**config.mk**
```make
export PLATFORM = sky130hd
export DESIGN_NAME = slot_scheduler_with_skip_credit
export DESIGN_NICKNAME = d
export VERILOG_FILES = /design/src/rtl/ssc_pkg.sv /design/src/rtl/slot_scheduler_with_skip_credit.sv /design/src/rtl/ssc_decide.sv
export SDC_FILE = /design/constraint.sdc
export NUM_CORES = 1
export LEC_CHECK = 0
export BUFFER_PORTS_ARGS = -buffer_cell sky130_fd_sc_hd__buf_2
export CAP_MARGIN = 10
export CORE_MARGIN = 3
export CORE_UTILIZATION = 59
export DETAILED_ROUTE_END_ITERATION = 6
export PLACE_DENSITY = 0.79
export SYNTH_ARGS = -nofsm -noshare
export SYNTH_HDL_FRONTEND = slang
export SYNTH_SLANG_ARGS = --single-unit
```
**constraint.sdc**
```tcl
create_clock -name clk -period 4.51 [get_ports clk]
set_input_delay 0.2255 -clock clk [delete_from_list [all_inputs] [get_ports clk]]
set_output_delay 0.2255 -clock clk [all_outputs]
set_load 0.005 [all_outputs]
```
**src/rtl/ssc_pkg.sv**
```systemverilog
package ssc_pkg;

  localparam int NUM_SLOTS_DEF     = 8;
  localparam int DISPLAY_SLOTS_DEF = 3;

  localparam int MASK_W     = 8;
  localparam int MASK_SEL_W = $clog2(MASK_W);
  localparam int THR_W      = 4;
  localparam int CNT_W      = 4;
  localparam int SLOT_OUT_W = 3;

  localparam logic [MASK_W-1:0] MASK_RESET = 8'd120;
  localparam logic [THR_W-1:0]  THR_RESET  = 4'd5;

  // configuration port
  localparam int CFG_IDX_W  = 1;
  localparam int CFG_DATA_W = MASK_W;
  localparam logic [CFG_IDX_W-1:0] REG_PRESENT_MASK = 1'd0;
  localparam logic [CFG_IDX_W-1:0] REG_SKIP_THR     = 1'd1;

  localparam logic OP_STEP      = 1'b0;
  localparam logic OP_FRAME_END = 1'b1;

  typedef enum logic [2:0] {
    ACT_IDLE   = 3'd0,
    ACT_EMPTY  = 3'd1,
    ACT_DEFER  = 3'd2,
    ACT_RAN    = 3'd3,
    ACT_FRAME  = 3'd4
  } action_t;

  typedef struct packed {
    logic operation;
    logic task_important;
    logic task_finished;
  } step_item_t;

  typedef struct packed {
    action_t               action;
    logic [SLOT_OUT_W-1:0] slot;
    logic                  swapped;
  } result_item_t;

endpackage

```
**src/rtl/slot_scheduler_with_skip_credit.sv**
```systemverilog
// Channel   Direction  Handshake                  Payload
// step      in         step_valid / step_ready    step_item_t
// result    out        result_valid / result_ready result_item_t
// cfg       in         cfg_we (no wait)           cfg_index, cfg_data
//
// One transaction per cycle unless stalled: the decision for a step is made in the
// cycle it is accepted and lands in the result register, which is visible the next
// cycle. step_ready is low only while the result register is full and not taken.
// Synchronous reset restores the slot mask, threshold, slot index, skip counters
// and display-ready flag; no clearing pass is needed.
module slot_scheduler_with_skip_credit import ssc_pkg::*; #(
  parameter int NUM_SLOTS     = NUM_SLOTS_DEF,
  parameter int DISPLAY_SLOTS = DISPLAY_SLOTS_DEF
) (
  input  logic                  clk,
  input  logic                  rst,
  input  logic                  step_valid,
  output logic                  step_ready,
  input  step_item_t            step,
  output logic                  result_valid,
  input  logic                  result_ready,
  output result_item_t          result,
  input  logic                  cfg_we,
  input  logic [CFG_IDX_W-1:0]  cfg_index,
  input  logic [CFG_DATA_W-1:0] cfg_data
);

  localparam int IDX_W  = $clog2(NUM_SLOTS + 1);
  localparam int SLOT_W = $clog2(NUM_SLOTS);

  logic [MASK_W-1:0] present_mask;
  logic [THR_W-1:0]  skip_threshold;
  logic [IDX_W-1:0]  slot_index;
  logic              frame_ready;
  logic [CNT_W-1:0]  skip_counts [NUM_SLOTS];

  logic [IDX_W-1:0]  slot_index_next;
  logic              frame_ready_next;
  logic              cnt_we;
  logic [SLOT_W-1:0] cnt_slot;
  logic [CNT_W-1:0]  cnt_next;
  result_item_t      result_next;
  logic              accept;

  assign step_ready = !result_valid || result_ready;
  assign accept     = step_valid && step_ready;

  ssc_decide #(
    .NUM_SLOTS     (NUM_SLOTS),
    .DISPLAY_SLOTS (DISPLAY_SLOTS)
  ) u_decide (
    .step             (step),
    .slot_index       (slot_index),
    .frame_ready      (frame_ready),
    .present_mask     (present_mask),
    .skip_threshold   (skip_threshold),
    .skip_counts      (skip_counts),
    .slot_index_next  (slot_index_next),
    .frame_ready_next (frame_ready_next),
    .cnt_we           (cnt_we),
    .cnt_slot         (cnt_slot),
    .cnt_next         (cnt_next),
    .result           (result_next)
  );

  always_ff @(posedge clk) begin
    if (rst) begin
      present_mask   <= MASK_RESET;
      skip_threshold <= THR_RESET;
    end else if (cfg_we) begin
      if (cfg_index == REG_PRESENT_MASK) begin
        present_mask <= cfg_data[MASK_W-1:0];
      end else if (cfg_index == REG_SKIP_THR) begin
        skip_threshold <= cfg_data[THR_W-1:0];
      end
    end
  end

  always_ff @(posedge clk) begin
    if (rst) begin
      slot_index  <= '0;
      frame_ready <= 1'b0;
      for (int i = 0; i < NUM_SLOTS; i++) begin
        skip_counts[i] <= '0;
      end
    end else if (accept) begin
      slot_index  <= slot_index_next;
      frame_ready <= frame_ready_next;
      if (cnt_we) begin
        skip_counts[cnt_slot] <= cnt_next;
      end
    end
  end

  // hold the result until taken
  always_ff @(posedge clk) begin
    if (rst) begin
      result_valid <= 1'b0;
    end else if (accept) begin
      result_valid <= 1'b1;
    end else if (result_ready) begin
      result_valid <= 1'b0;
    end
  end

  always_ff @(posedge clk) begin
    if (accept) begin
      result <= result_next;
    end
  end

endmodule

```
**src/rtl/ssc_decide.sv**
```systemverilog
module ssc_decide import ssc_pkg::*; #(
  parameter int NUM_SLOTS     = NUM_SLOTS_DEF,
  parameter int DISPLAY_SLOTS = DISPLAY_SLOTS_DEF,
  localparam int IDX_W  = $clog2(NUM_SLOTS + 1),
  localparam int SLOT_W = $clog2(NUM_SLOTS)
) (
  input  step_item_t        step,
  input  logic [IDX_W-1:0]  slot_index,
  input  logic              frame_ready,
  input  logic [MASK_W-1:0] present_mask,
  input  logic [THR_W-1:0]  skip_threshold,
  input  logic [CNT_W-1:0]  skip_counts [NUM_SLOTS],
  output logic [IDX_W-1:0]  slot_index_next,
  output logic              frame_ready_next,
  output logic              cnt_we,
  output logic [SLOT_W-1:0] cnt_slot,
  output logic [CNT_W-1:0]  cnt_next,
  output result_item_t      result
);

  logic              wrap;
  logic [IDX_W-1:0]  cur;
  logic [IDX_W-1:0]  cur_inc;
  logic              present;
  logic [CNT_W-1:0]  cnt;
  logic [CNT_W:0]    cnt_inc;
  logic              run;
  logic              adv_ready;

  assign wrap      = (slot_index >= IDX_W'(NUM_SLOTS));
  assign cur       = wrap ? '0 : slot_index;
  assign cur_inc   = cur + IDX_W'(1);
  assign adv_ready = (cur_inc == IDX_W'(DISPLAY_SLOTS));
  assign cnt_slot  = cur[SLOT_W-1:0];
  assign cnt       = skip_counts[cnt_slot];
  assign cnt_inc   = {1'b0, cnt} + (CNT_W+1)'(1);
  // slots past the mask width are always empty
  assign present   = ((cur >> MASK_SEL_W) == '0) && present_mask[cur[MASK_SEL_W-1:0]];
  assign run       = (cur < IDX_W'(DISPLAY_SLOTS)) || frame_ready || step.task_important ||
                     (cnt_inc > {1'b0, skip_threshold});

  always_comb begin
    slot_index_next  = slot_index;
    frame_ready_next = frame_ready;
    cnt_we           = 1'b0;
    cnt_next         = cnt;
    result.action    = ACT_IDLE;
    result.slot      = '0;
    result.swapped   = 1'b0;
    if (step.operation == OP_FRAME_END) begin
      result.action    = ACT_FRAME;
      result.swapped   = frame_ready;
      frame_ready_next = 1'b0;
    end else if (wrap && frame_ready) begin
      result.action = ACT_IDLE;
    end else begin
      result.slot     = cur[SLOT_OUT_W-1:0];
      slot_index_next = cur;
      if (!present) begin
        result.action    = ACT_EMPTY;
        slot_index_next  = cur_inc;
        frame_ready_next = frame_ready | adv_ready;
      end else if (run) begin
        result.action = ACT_RAN;
        cnt_we        = 1'b1;
        cnt_next      = (cnt == '0) ? '0 : cnt - CNT_W'(1);
        if (step.task_finished) begin
          slot_index_next  = cur_inc;
          frame_ready_next = frame_ready | adv_ready;
        end
      end else begin
        // defer: count the skip and move on
        result.action   = ACT_DEFER;
        cnt_we          = 1'b1;
        cnt_next        = cnt_inc[CNT_W-1:0];
        slot_index_next = cur_inc;
      end
    end
  end

endmodule
```
# After elaboration in Yosys (flattened, before gate mapping)
# Index checks and enable logic that the tools add are counted.
[word_totals]
regBits = 57
output_inout_bits = 9
word_cells = 86
inputBits = 17
[op_classes]
reduce_logical = 19
n_lt_le_gt_ge = 6
mux = 30
n_eq_ne = 4
bitwise_logic = 6
n_addsub = 3
[op_table]
columns = ["operator", "count"]
rows = [
  ["$mux 4", 12],
  ["$bwmux 32", 1],
  ["$bmux 4 s3", 1],
  ["$demux 4 s3", 1],
  ["$mux 1", 12],
  ["$ge 4x4->1 const B", 2],
  ["$logic_not 4->1", 2],
  ["$ne 3x3->1 const B", 2],
  ["$reduce_and 2->1", 3],
  ["$add 4x1->5 const B", 1],
  ["$gt 5x4->1", 1],
  ["$add 4x1->4 const B", 1],
  ["$eq 4x2->1 const B", 1],
  ["$logic_and 1x1->1", 4],
  ["$logic_or 1x1->1", 4],
  ["$lt 3x4->1 const B", 1],
  ["$lt 4x1->1 const B", 1],
  ["$lt 4x2->1 const B", 1],
  ["$not 1->1", 4],
  ["$not 3->4", 1],
  ["$reduce_and 4->1", 1],
  ["$sub 4x1->4 const B", 1],
  ["$bmux 1 s3", 1],
  ["$mux 3", 1],
  ["8 further kinds", 8],
]

# Longest topological paths before layout
# Gate-level depths: netlist of run 1.
[depth]
word_depth = 14
ltp_mapped = 16
ltp_nobuf = 14

# Modules after synthesis
# A second synthesis of run 1 with hierarchy kept.
[unflattened]
cells_unflattened = 367
hier_area_um2 = 3405.8
[by_module_without_submodules]
columns = ["mod", "seq_area_each_um2", "area_each_um2", "instances", "cells_per_inst"]
rows = [
  ["slot_scheduler_with_skip_credit", 1211.2, 2214.6, 1, 210],
  ["ssc_decide", 0.0, 1191.1, 1, 157],
]

# Least setup slack after synthesis of run 1
# Ideal clock, no wire load.
[synth_timing]
path_type = "register to register"
startpoint = "register slot_index[0]"
endpoint = "register skip_counts[19] in the netlist's numbering"
path_buffers = 2
setup_time_ns = 0.154
period_less_slack_ns = 3.708
t_required_ns = 4.356
path_stages_with_launch = 17
path_slack_ns = 0.802
arrival_ns = 3.554
cell_sequence = "dfxtp_1 > buf_6 > nor3_1 > or2_1 > a2111oi_4 > clkinv_2 > ha_1 > inv_1 > xnor2_1 > ha_1 > nand4_1 > a221o_1 > or2_2 > a2111oi_2 > a311o_1 > buf_4 > a31oi_1"
[synth_between]
elab_chain_cells = 14
elab_cells_between_ends = 34
cone_classes = "add/sub: 2; order compare: 5; mux: 17; bitwise: 1; reduce/logical: 9"
[synth_rtl]
columns = ["element", "line_no", "text"]
rows = [
  ["from (decl)", "slot_scheduler_with_skip_credit.sv:33", "logic [IDX_W-1:0] slot_index;"],
  ["from (signal assigned)", "slot_scheduler_with_skip_credit.sv:87", "slot_index <= slot_index_next;"],
  ["$ge 4x4->1", "ssc_decide.sv:30", "assign wrap = (slot_index >= IDX_W'(NUM_SLOTS));"],
  ["$mux 4", "ssc_decide.sv:31", "assign cur = wrap ? '0 : slot_index;"],
  ["$not 3->4 (implied by the code)", "slot_scheduler_with_skip_credit.sv:90, ssc_decide.sv:35", ""],
  ["$bmux 4 s3", "ssc_decide.sv:35", "assign cnt = skip_counts[cnt_slot];"],
  ["$mux 4 (implied by the code) (2 in series)", "ssc_decide.sv:35", ""],
  ["$add 4x1->5", "ssc_decide.sv:36", "assign cnt_inc = {1'b0, cnt} + (CNT_W+1)'(1);"],
  ["$gt 5x4->1", "ssc_decide.sv:40", "(cnt_inc > {1'b0, skip_threshold});"],
  ["$logic_or 1x1->1", "ssc_decide.sv:39", "assign run = (cur < IDX_W'(DISPLAY_SLOTS)) || frame_ready || step.task_important ||"],
  ["$mux 4", "ssc_decide.sv:63", "end else if (run) begin"],
  ["$mux 4", "ssc_decide.sv:59", "if (!present) begin"],
  ["$mux 4", "ssc_decide.sv:54", "end else if (wrap && frame_ready) begin"],
  ["$mux 4", "ssc_decide.sv:50", "if (step.operation == OP_FRAME_END) begin"],
  ["$bwmux 32", "slot_scheduler_with_skip_credit.sv:90", "skip_counts[cnt_slot] <= cnt_next;"],
  ["to (signal, indexed assignment)", "slot_scheduler_with_skip_credit.sv:90", ""],
  ["to (decl)", "slot_scheduler_with_skip_credit.sv:35", "logic [CNT_W-1:0] skip_counts [NUM_SLOTS];"],
]
# Several ways; a longest one is shown, not always the timed one. The select of a mux whose other input is x is not followed.
# A chain may end at the register's enable or synchronous reset.

# Worst setup path in the final report of run 1
[layout_timing]
startpoint = "register slot_index[1]"
endpoint = "register skip_counts[27] in the netlist's numbering"
# The elaborated chain is that of the path after synthesis.

==> metrics list, run 1 <==
* Number of buffers added by the clock tree synthesis step: 9
* Count of max-cap constraint violations: 0
- Wires add up to 7.32 mm.
* Arr. time, crit path: 4490 ps
- Detail Placement HPWL: 5.10 mm
- Ranking of synthesized cells by instance count: 50 x dfxtp_1, 35 x nor2_1, 25 x nand2_1
* Total congestion overflow: 0
- Worst Hold Path EP: present_mask[6]
- In this run the number of H-tree levels came out at 3.
* DR WL/cell: 17.1 um
- Among all flip-flop cells after synthesis, the most frequent one is dfxtp_1.
- The synthesized design contains 7 enable-type register cells.
- The clock arrives with 3.47 ps of skew.
- The worst hold path begins at cfg_data[6].
- Entering global routing, the biggest net connects 54 pins.
* Worst VDD drop: 0.000256 V
- Area contributors post-synth: dfxtp_1 32%, edfxtp_1 6.7%, a211oi_1 4.3%
- Worst Setup SP: slot_index[1]
* Number of unique standard cell types used by synthesis: 65
- Setup repair after global routing left no endpoint under its margin.
- IO buf count: 25
* Final antenna diode count: 0
- The worst hold path belongs to the class input port to register.
- Of the post-synthesis cell area, the dominant cell type holds 32.1%.
- Count of mapped cells out of synthesis: 337
- The cell sitting at the root of the clock tree is a clkbuf_8.
- Setup TNS: 0 ps
- Clock network latency to the later pin of the worst-skew pair: 340 ps
- In this run the static leakage power is 1.24 nW.
- Area fraction in compound gates after synthesis: 24.7%
- Power spread over the standard cell area amounts to 348 nW/um^2.
- The clock net in this run drives a total of 57 sinks.
- The die is 78.7 um wide.
- The internal power of the cells totals 864 uW.
* Clock tree from TritonCTS: built
* Synth warnings: 0
* Kind of end point of the critical path: register
* Share of total power in sequential cells: 45.0%
* Tightest Pin Transition: 893 ps
- Area grow syn2layout: 10.3%
* Via count of the first global-routing pass: 2513
- The total count of hold-check failures in the final report is 0.
- For this block, the initial DRC count from the detailed router was 215.
- Averaged over all synthesized cells, the footprint is 9.24 sq um.
- Cell depth of the worst hold path: 3
- Summing the areas of all and, or, nand and nor instances in the mapped netlist gives 22.3% of the synthesized area.
* Worst Path Required: 4770 ps
- Fraction of layout instances using a drive strength above 1: 19.9%
- Cell Count Post-Placement: 413
- Die Ht: 78.7 um
- The initial antenna violation count came to 0.
- Count of TritonRoute iterations in the first routing pass: 5
* Count of hold-fix buffers inserted at cts: 0
* Switching power: 332 uW
* Final Max Slew Viols: 0
- The floorplan step defined a die boundary enclosing 6190 sq um.
* Final period utilization: 93.9%
* Relative contribution of combinational cells to total power: 15.7%
* Minimum clock period: 4230 ps
* Most frequently used cell type in the post-synthesis netlist: dfxtp_1
* Leading area contributor after synthesis: dfxtp_1
- Detailed routing inserted a total of 2674 vias.
- Summing the areas of all fa, ha and maj instances in the mapped netlist gives 3.62% of the synthesized area.
- Main combinational cell family by area after synthesis: compound AO/OA/AOI/OAI gates
- GRT Util Overall: 25.8%
* Area of the placeable core: 4910 sq um
- Using the TritonRoute via totals, the vias-per-cell ratio works out to 6.23.
* Achievable clock frequency: 236 MHz
* Clock slew at reported path FFs: 60 ps
- Reg2Reg Depth: 13
* Result of the run: complete, no violations
- Fraction of synthesized area in multiplexers: 4.18%
- Synthesized flop and latch total: 57
* Worst-path fanout max: 15
- Fill cell instance count of the final layout: 410
- IO Count: 26
- Global-route wire length before repair: 12.3 mm
- STA classifies the critical path startpoint as a register.
* Setup slack of the worst register-to-register path: 280 ps
- Effective utilization at floorplan: 63.4%
- The finished layout holds 429 standard cells, fillers aside.
- Net switching is 27.8% of the power.
- After detailed routing, the number of remaining DRC violations is 0.
- Critical register-to-register path startpoint: slot_index[1]
- The initialized floorplan defines 25 standard-cell rows.
* Syn nets: 363
* Area share of xor/xnor cells in the synthesized design: 0.281%
* Global placer's final weighted congestion: 0.942
* Clock network power share: 39.3%
* Final nets: 383
- Of the synthesized area, sequential elements account for 38.9%.
- Reg-to-reg critical path endpoint: skip_counts[27]
- Headroom to the max-slew limit came out at 40.4%.
- Final Setup Violations: 0
- Summing every instance area after synthesis gives 3110 sq um.
- For this run, asynchronously set or reset flops after synthesis account for 0%.
- The clock passes through at most 2 buffers.
* Crit Path Class: register to register
- Final antenna-violating net count: 0
[power groups by stage]
stage	Sequential (mW)	Clock, mW	Combinational, mW
after floorplan	0.545	0	0.149
after global placement	0.549	0	0.181
after detailed placement	0.549	0	0.183
after CTS	0.538	0.476	0.184
after global routing	0.540	0.501	0.206
final	0.539	0.470	0.188
[worst max path at each step]
stage,endpoint,slack [ps],cells after the start
final,skip_counts[27],280,13
after floorplan,skip_counts[19],800,16
after global routing,skip_counts[27],30,14
after CTS,skip_counts[23],200,15
after detailed placement,skip_counts[23],220,15
after global placement,skip_counts[19],390,15
[per-stage QoR]
stage	hold WS, ps	utilization (%)	worst slack, ps	total power [mW]	area, sq um
floorplan	324	-	802	0.694	3110
global placement	433	65.9	394	0.730	3240
detailed placement	448	65.9	225	0.732	3240
CTS	95.8	69.9	203	1.20	3430
global route	110	70.0	26.2	1.25	3440
finish	101	70.0	276	1.20	3440
[metal layers]
metal  part of all wire, %  global-route usage [%]  vias to the layer above
li1                      -                       -                     1304
met1                    47                    34.2                     1255
met2                    44                    38.6                       93
met4                   2.8                    12.8                        0
met3                   6.1                    6.88                       22
met5                     0                       0                        -
[timing repair]
item	in CTS	in global routing
resized for setup	0	3
buffers inserted	0	0
hold endpoints to repair	0	0
setup endpoints to repair	0	8
[worst max-delay path, stage by stage (launching register included)]
cell       delay [ps]
dfxtp_1           600
or4b_4            280
a2bb2oi_1         230
o211a_2           300
clkinv_1          210
o31ai_1           360
nand2_1           100
ha_1              310
nand4_1           130
a221o_1           360
nor2_1            280
o31ai_1           210
a2111o_1          530
a31oi_1           240
[flip-flops by register name, indices dropped and copies added (netlist names)]
| name | count |
|---|---|
| slot_index | 4 |
| skip_threshold | 4 |
| skip_counts | 32 |
| result | 7 |
| result_valid | 1 |
| frame_ready | 1 |
| present_mask | 8 |
[area by class of cell]
type	count	area, sq um	area share, %
Clock buffer	10	138	4.01
Clock inverter	6	57.6	1.68
Inverter	13	50.0	1.46
Multi-Input combinational cell	244	1720	49.9
Sequential cell	57	1210	35.3
Tap cell	67	83.8	2.44
Timing Repair Buffer	32	178	5.17
[placed cells by master (no fill, tap or decap), types with 3 or more instances in the layout]
| cell type | count |
|---|---|
| nor3b_1 | 6 |
| dfxtp_1 | 48 |
| a211o_1 | 3 |
| nor2b_1 | 3 |
| and2_1 | 3 |
| nand4_1 | 4 |
| ha_1 | 9 |
| a22oi_1 | 3 |
| inv_1 | 11 |
| mux2i_1 | 13 |
| clkbuf_8 | 10 |
| nor3_1 | 8 |
| edfxtp_1 | 7 |
| nand3b_1 | 5 |
| o21bai_1 | 10 |
| nand3_1 | 6 |
| buf_4 | 7 |
| nand2b_1 | 4 |
| clkinv_2 | 5 |
| nor4_2 | 4 |
| a31oi_1 | 10 |
| a21oi_1 | 14 |
| o32ai_1 | 3 |
| o21ai_0 | 3 |
| and3_1 | 3 |
| nor2_1 | 35 |
| nand2_1 | 25 |
| a211oi_1 | 18 |
| a311oi_1 | 7 |
| a2bb2oi_1 | 3 |
| buf_2 | 25 |
| o211ai_1 | 4 |
[logic make-up (layout without fill, tap and decap cells)]
| family | count (synthesis) | after routing |
|---|---|---|
| DFF | 57 | 57 |
| buffers and inverters | 36 | 61 |
| adders and majority gates | 9 | 9 |
| AOI/OAI and AO/OA | 98 | 98 |
| and+or+nand+nor | 123 | 123 |
| xor gates and xnor gates | 1 | 1 |
| muxes | 13 | 13 |
Note: power is estimated with default switching activity, not from simulation.
==> inputs of run 2 (changes only) <==
--- a/config.mk
+++ b/config.mk
@@ -8,9 +8,8 @@
 export BUFFER_PORTS_ARGS = -buffer_cell sky130_fd_sc_hd__buf_2
 export CAP_MARGIN = 10
 export CORE_MARGIN = 3
-export CORE_UTILIZATION = 59
+export CORE_UTILIZATION = 31
 export DETAILED_ROUTE_END_ITERATION = 6
-export PLACE_DENSITY = 0.79
 export SYNTH_ARGS = -nofsm -noshare
 export SYNTH_HDL_FRONTEND = slang
 export SYNTH_SLANG_ARGS = --single-unit
==> metrics list, run 2 (synthesis results as in run 1) <==
* Final Setup Violations: 0 (unchanged)
- The layout net count was 385 (+0.52%).
* Standard cell area after detailed placement: 3330 sq um (+2.9%)
* Kind of end point of the critical path: register
* Standard cell with the maximum stage delay on the critical path: dfxtp_1
- The share of cells above drive strength 1 is 19.2% (-0.66 points).
- The die width is 106 um (+35%).
* Worst-path fanout max: 15 (unchanged)
- Die area: 11300 sq um (+82%)
- The worst setup path is of the register to register kind.
- The post-route antenna net violation count is 0 (unchanged).
* Clock network latency to the later pin of the worst-skew pair: 340 ps (about the same)
* Class of the worst hold path: input port to register
- Leaving out fill and tap cells, the most frequent cell in the layout is dfxtp_1.
* Final standard cell utilization of the core: 37.1% (-33 points)
- Setup TNS: 0 ps (unchanged)
* Via count of the first global-routing pass: 2520 (+0.28%)
- Post-detailed-route DRC marker count: 0 (unchanged)
- The routed wire length is 7.46 mm (+2.0%).
- Tightest Pin Transition: 981 ps (+87.6 ps)
- The final critical-path required period was 4170 ps (-68.2 ps).
* Post-CTS repair timing setup buffer count: 0 (unchanged)
* GRT Util Overall: 13.9% (-12 points)
- Count of hold-fix buffers inserted at cts: 0 (unchanged)
- Area grow syn2layout: 13.3%
- Maximum number of pins on one net before global-route repair: 54 (unchanged)
* Area of the placeable core: 9500 sq um (+94%)
- The run finished with clean final reports.
- Achievable clock frequency: 240 MHz (+1.6%)
* Leakage dissipation: 1.25 nW (+0.92%)
* Maximum clock insertion buffer count: 2 (unchanged)
- The final count of pins violating max slew was 0 (unchanged).
- The relative max-transition margin is 34.1% (-6.3 points).
* Total vias in the final route: 2605 (-2.6%)
- Total power density per cell area: 342 nW/um^2 (-1.9%)
* Initial antenna violation count: 0 (unchanged)
- In the layout the commonest cells are 49 x dfxtp_1, 35 x nor2_1, 25 x nand2_1, 25 x buf_2, 18 x a211oi_1.
- The wire length of the first global-routing pass is 12.6 mm (+1.7%).
* Setup repair after global routing missed its margin: false
* Count of TritonRoute iterations in the first routing pass: 4 (-1)
- IO Count: 26 (unchanged)
- Number of buffers added by the clock tree synthesis step: 9 (unchanged)
- The routed via count divided by cell count was 5.28 (-15%).
* Clock Skews: 8.88 ps (+5.40 ps)
- The largest registers in the layout are skip_counts: 32 flops, present_mask: 8 flops, result: 7 flops.
* DR WL/cell: 15.1 um (-11%)
- TritonCTS built the clock tree.
- Worst VDD drop: 0.000125 V (-51%)
- Final Hold Vio Count: 0 (unchanged)
* Number of rows created at floorplan: 35 (+40%)
- Root Buffer: clkbuf_8
* Gates resized, CTS repair: 0 (unchanged)
- Detail Placement HPWL: 5.36 mm (+5.3%)
* Max reg flops: 32 (unchanged)
- Global placer's final weighted congestion: 0.803 (-15%)
- The number of buffers added on ports was 25 (unchanged).
- Drt first-iter violations: 129 (-40%)
- Worst Path Required: 4680 ps (-90 ps)
- The initial standard-cell utilization of the core came to 32.8% (-31 points).
* Die Ht: 106 um (+35%)
* Worst path cell trace: or4b_4 -> a2bb2oi_1 -> o211a_2 -> clkinv_1 -> o31ai_1 -> nand2_1 -> ha_1 -> nand4_1 -> a221o_1 -> or2_2 -> a2111oi_2 -> a311o_1 -> a31oi_1
* Final antenna diode count: 0 (unchanged)
* Total congestion overflow: 0 (unchanged)
* Kind of start point of the critical path: register
- Register with the most flip-flops: skip_counts
* Maximum level of the CTS H-tree: 3 (unchanged)
* Clock slew at reported path FFs: 60 ps (about the same)
* Final period utilization: 92.4% (-1.5 points)
- Final design instance area without fill: 3530 sq um (+2.7%)
- Arr. time, crit path: 4340 ps (-150 ps)
* Count of max-cap constraint violations: 0 (unchanged)
- Critical path's largest stage delay: 630 ps (+30 ps)
- The sink count of the clock tree was 57 (unchanged).
## run 2: cell types whose count changed in the layout (fill, tap and decap cells not counted), sizes merged
cell,change
clkbuf,+3
clkinvlp,-1
clkinv,-2
buf,+2
## run 2: through the flow
stage | setup slack, ps | instances | total power [mW] | hold slack (ps)
6_report | 344 | 493 | 1.21 | 101
5_1_grt | 38.6 | 493 | 1.26 | 112
4_1_cts | 334 | 493 | 1.21 | 87.7
3_5_place_dp | 355 | 477 | 0.733 | 441
3_3_place_gp | 439 | 477 | 0.732 | 437
2_1_floorplan | 802 | 337 | 0.694 | 324
## run 2: worst max-delay path: cells and delay by family (launching register included)
| family | cells | cell delay (ps) |
|---|---|---|
| DFF | 1 | 630 |
| buffers and inverters | 1 | 170 |
| adders and majority gates | 1 | 300 |
| and+or+nand+nor | 4 | 830 |
| AOI/OAI and AO/OA | 7 | 2070 |
## run 2: worst paths after layout
kind	startpoint	endpoint	slack [ps]	cells past startpoint
max	slot_index[1]	skip_counts[23]	340	13
min	cfg_data[5]	present_mask[5]	100	3
max reg2reg	slot_index[1]	skip_counts[23]	340	13
min reg2reg	present_mask[2]	present_mask[2]	460	2
## run 2: metal layers
metal | vias up | share of wire (%) | GRT usage [%]
li1 | 1312 | - | -
met1 | 1228 | 48 | 18.8
met2 | 51 | 46 | 21.0
met3 | 14 | 3.6 | 3.40
met4 | 0 | 2.3 | 6.01
met5 | - | 0 | 0
## run 2: layout make-up
type	instances	area (sq um)
multi-input cells	244	1710
fillers	981	5970
repair buffers	34	193
well taps	129	161
clock inverters	3	40.0
clock buffers	13	159
inverters	13	50.0
flip-flops and latches	57	1210
## run 2: power by group
group | leakage [nW] | internal [mW] | total, mW | switching [mW]
Clock | 0.103 | 0.284 | 0.482 | 0.198
Sequential | 0.476 | 0.528 | 0.537 | 0.00929
Combinational | 0.675 | 0.0712 | 0.187 | 0.115
Total | 1.25 | 0.883 | 1.21 | 0.323
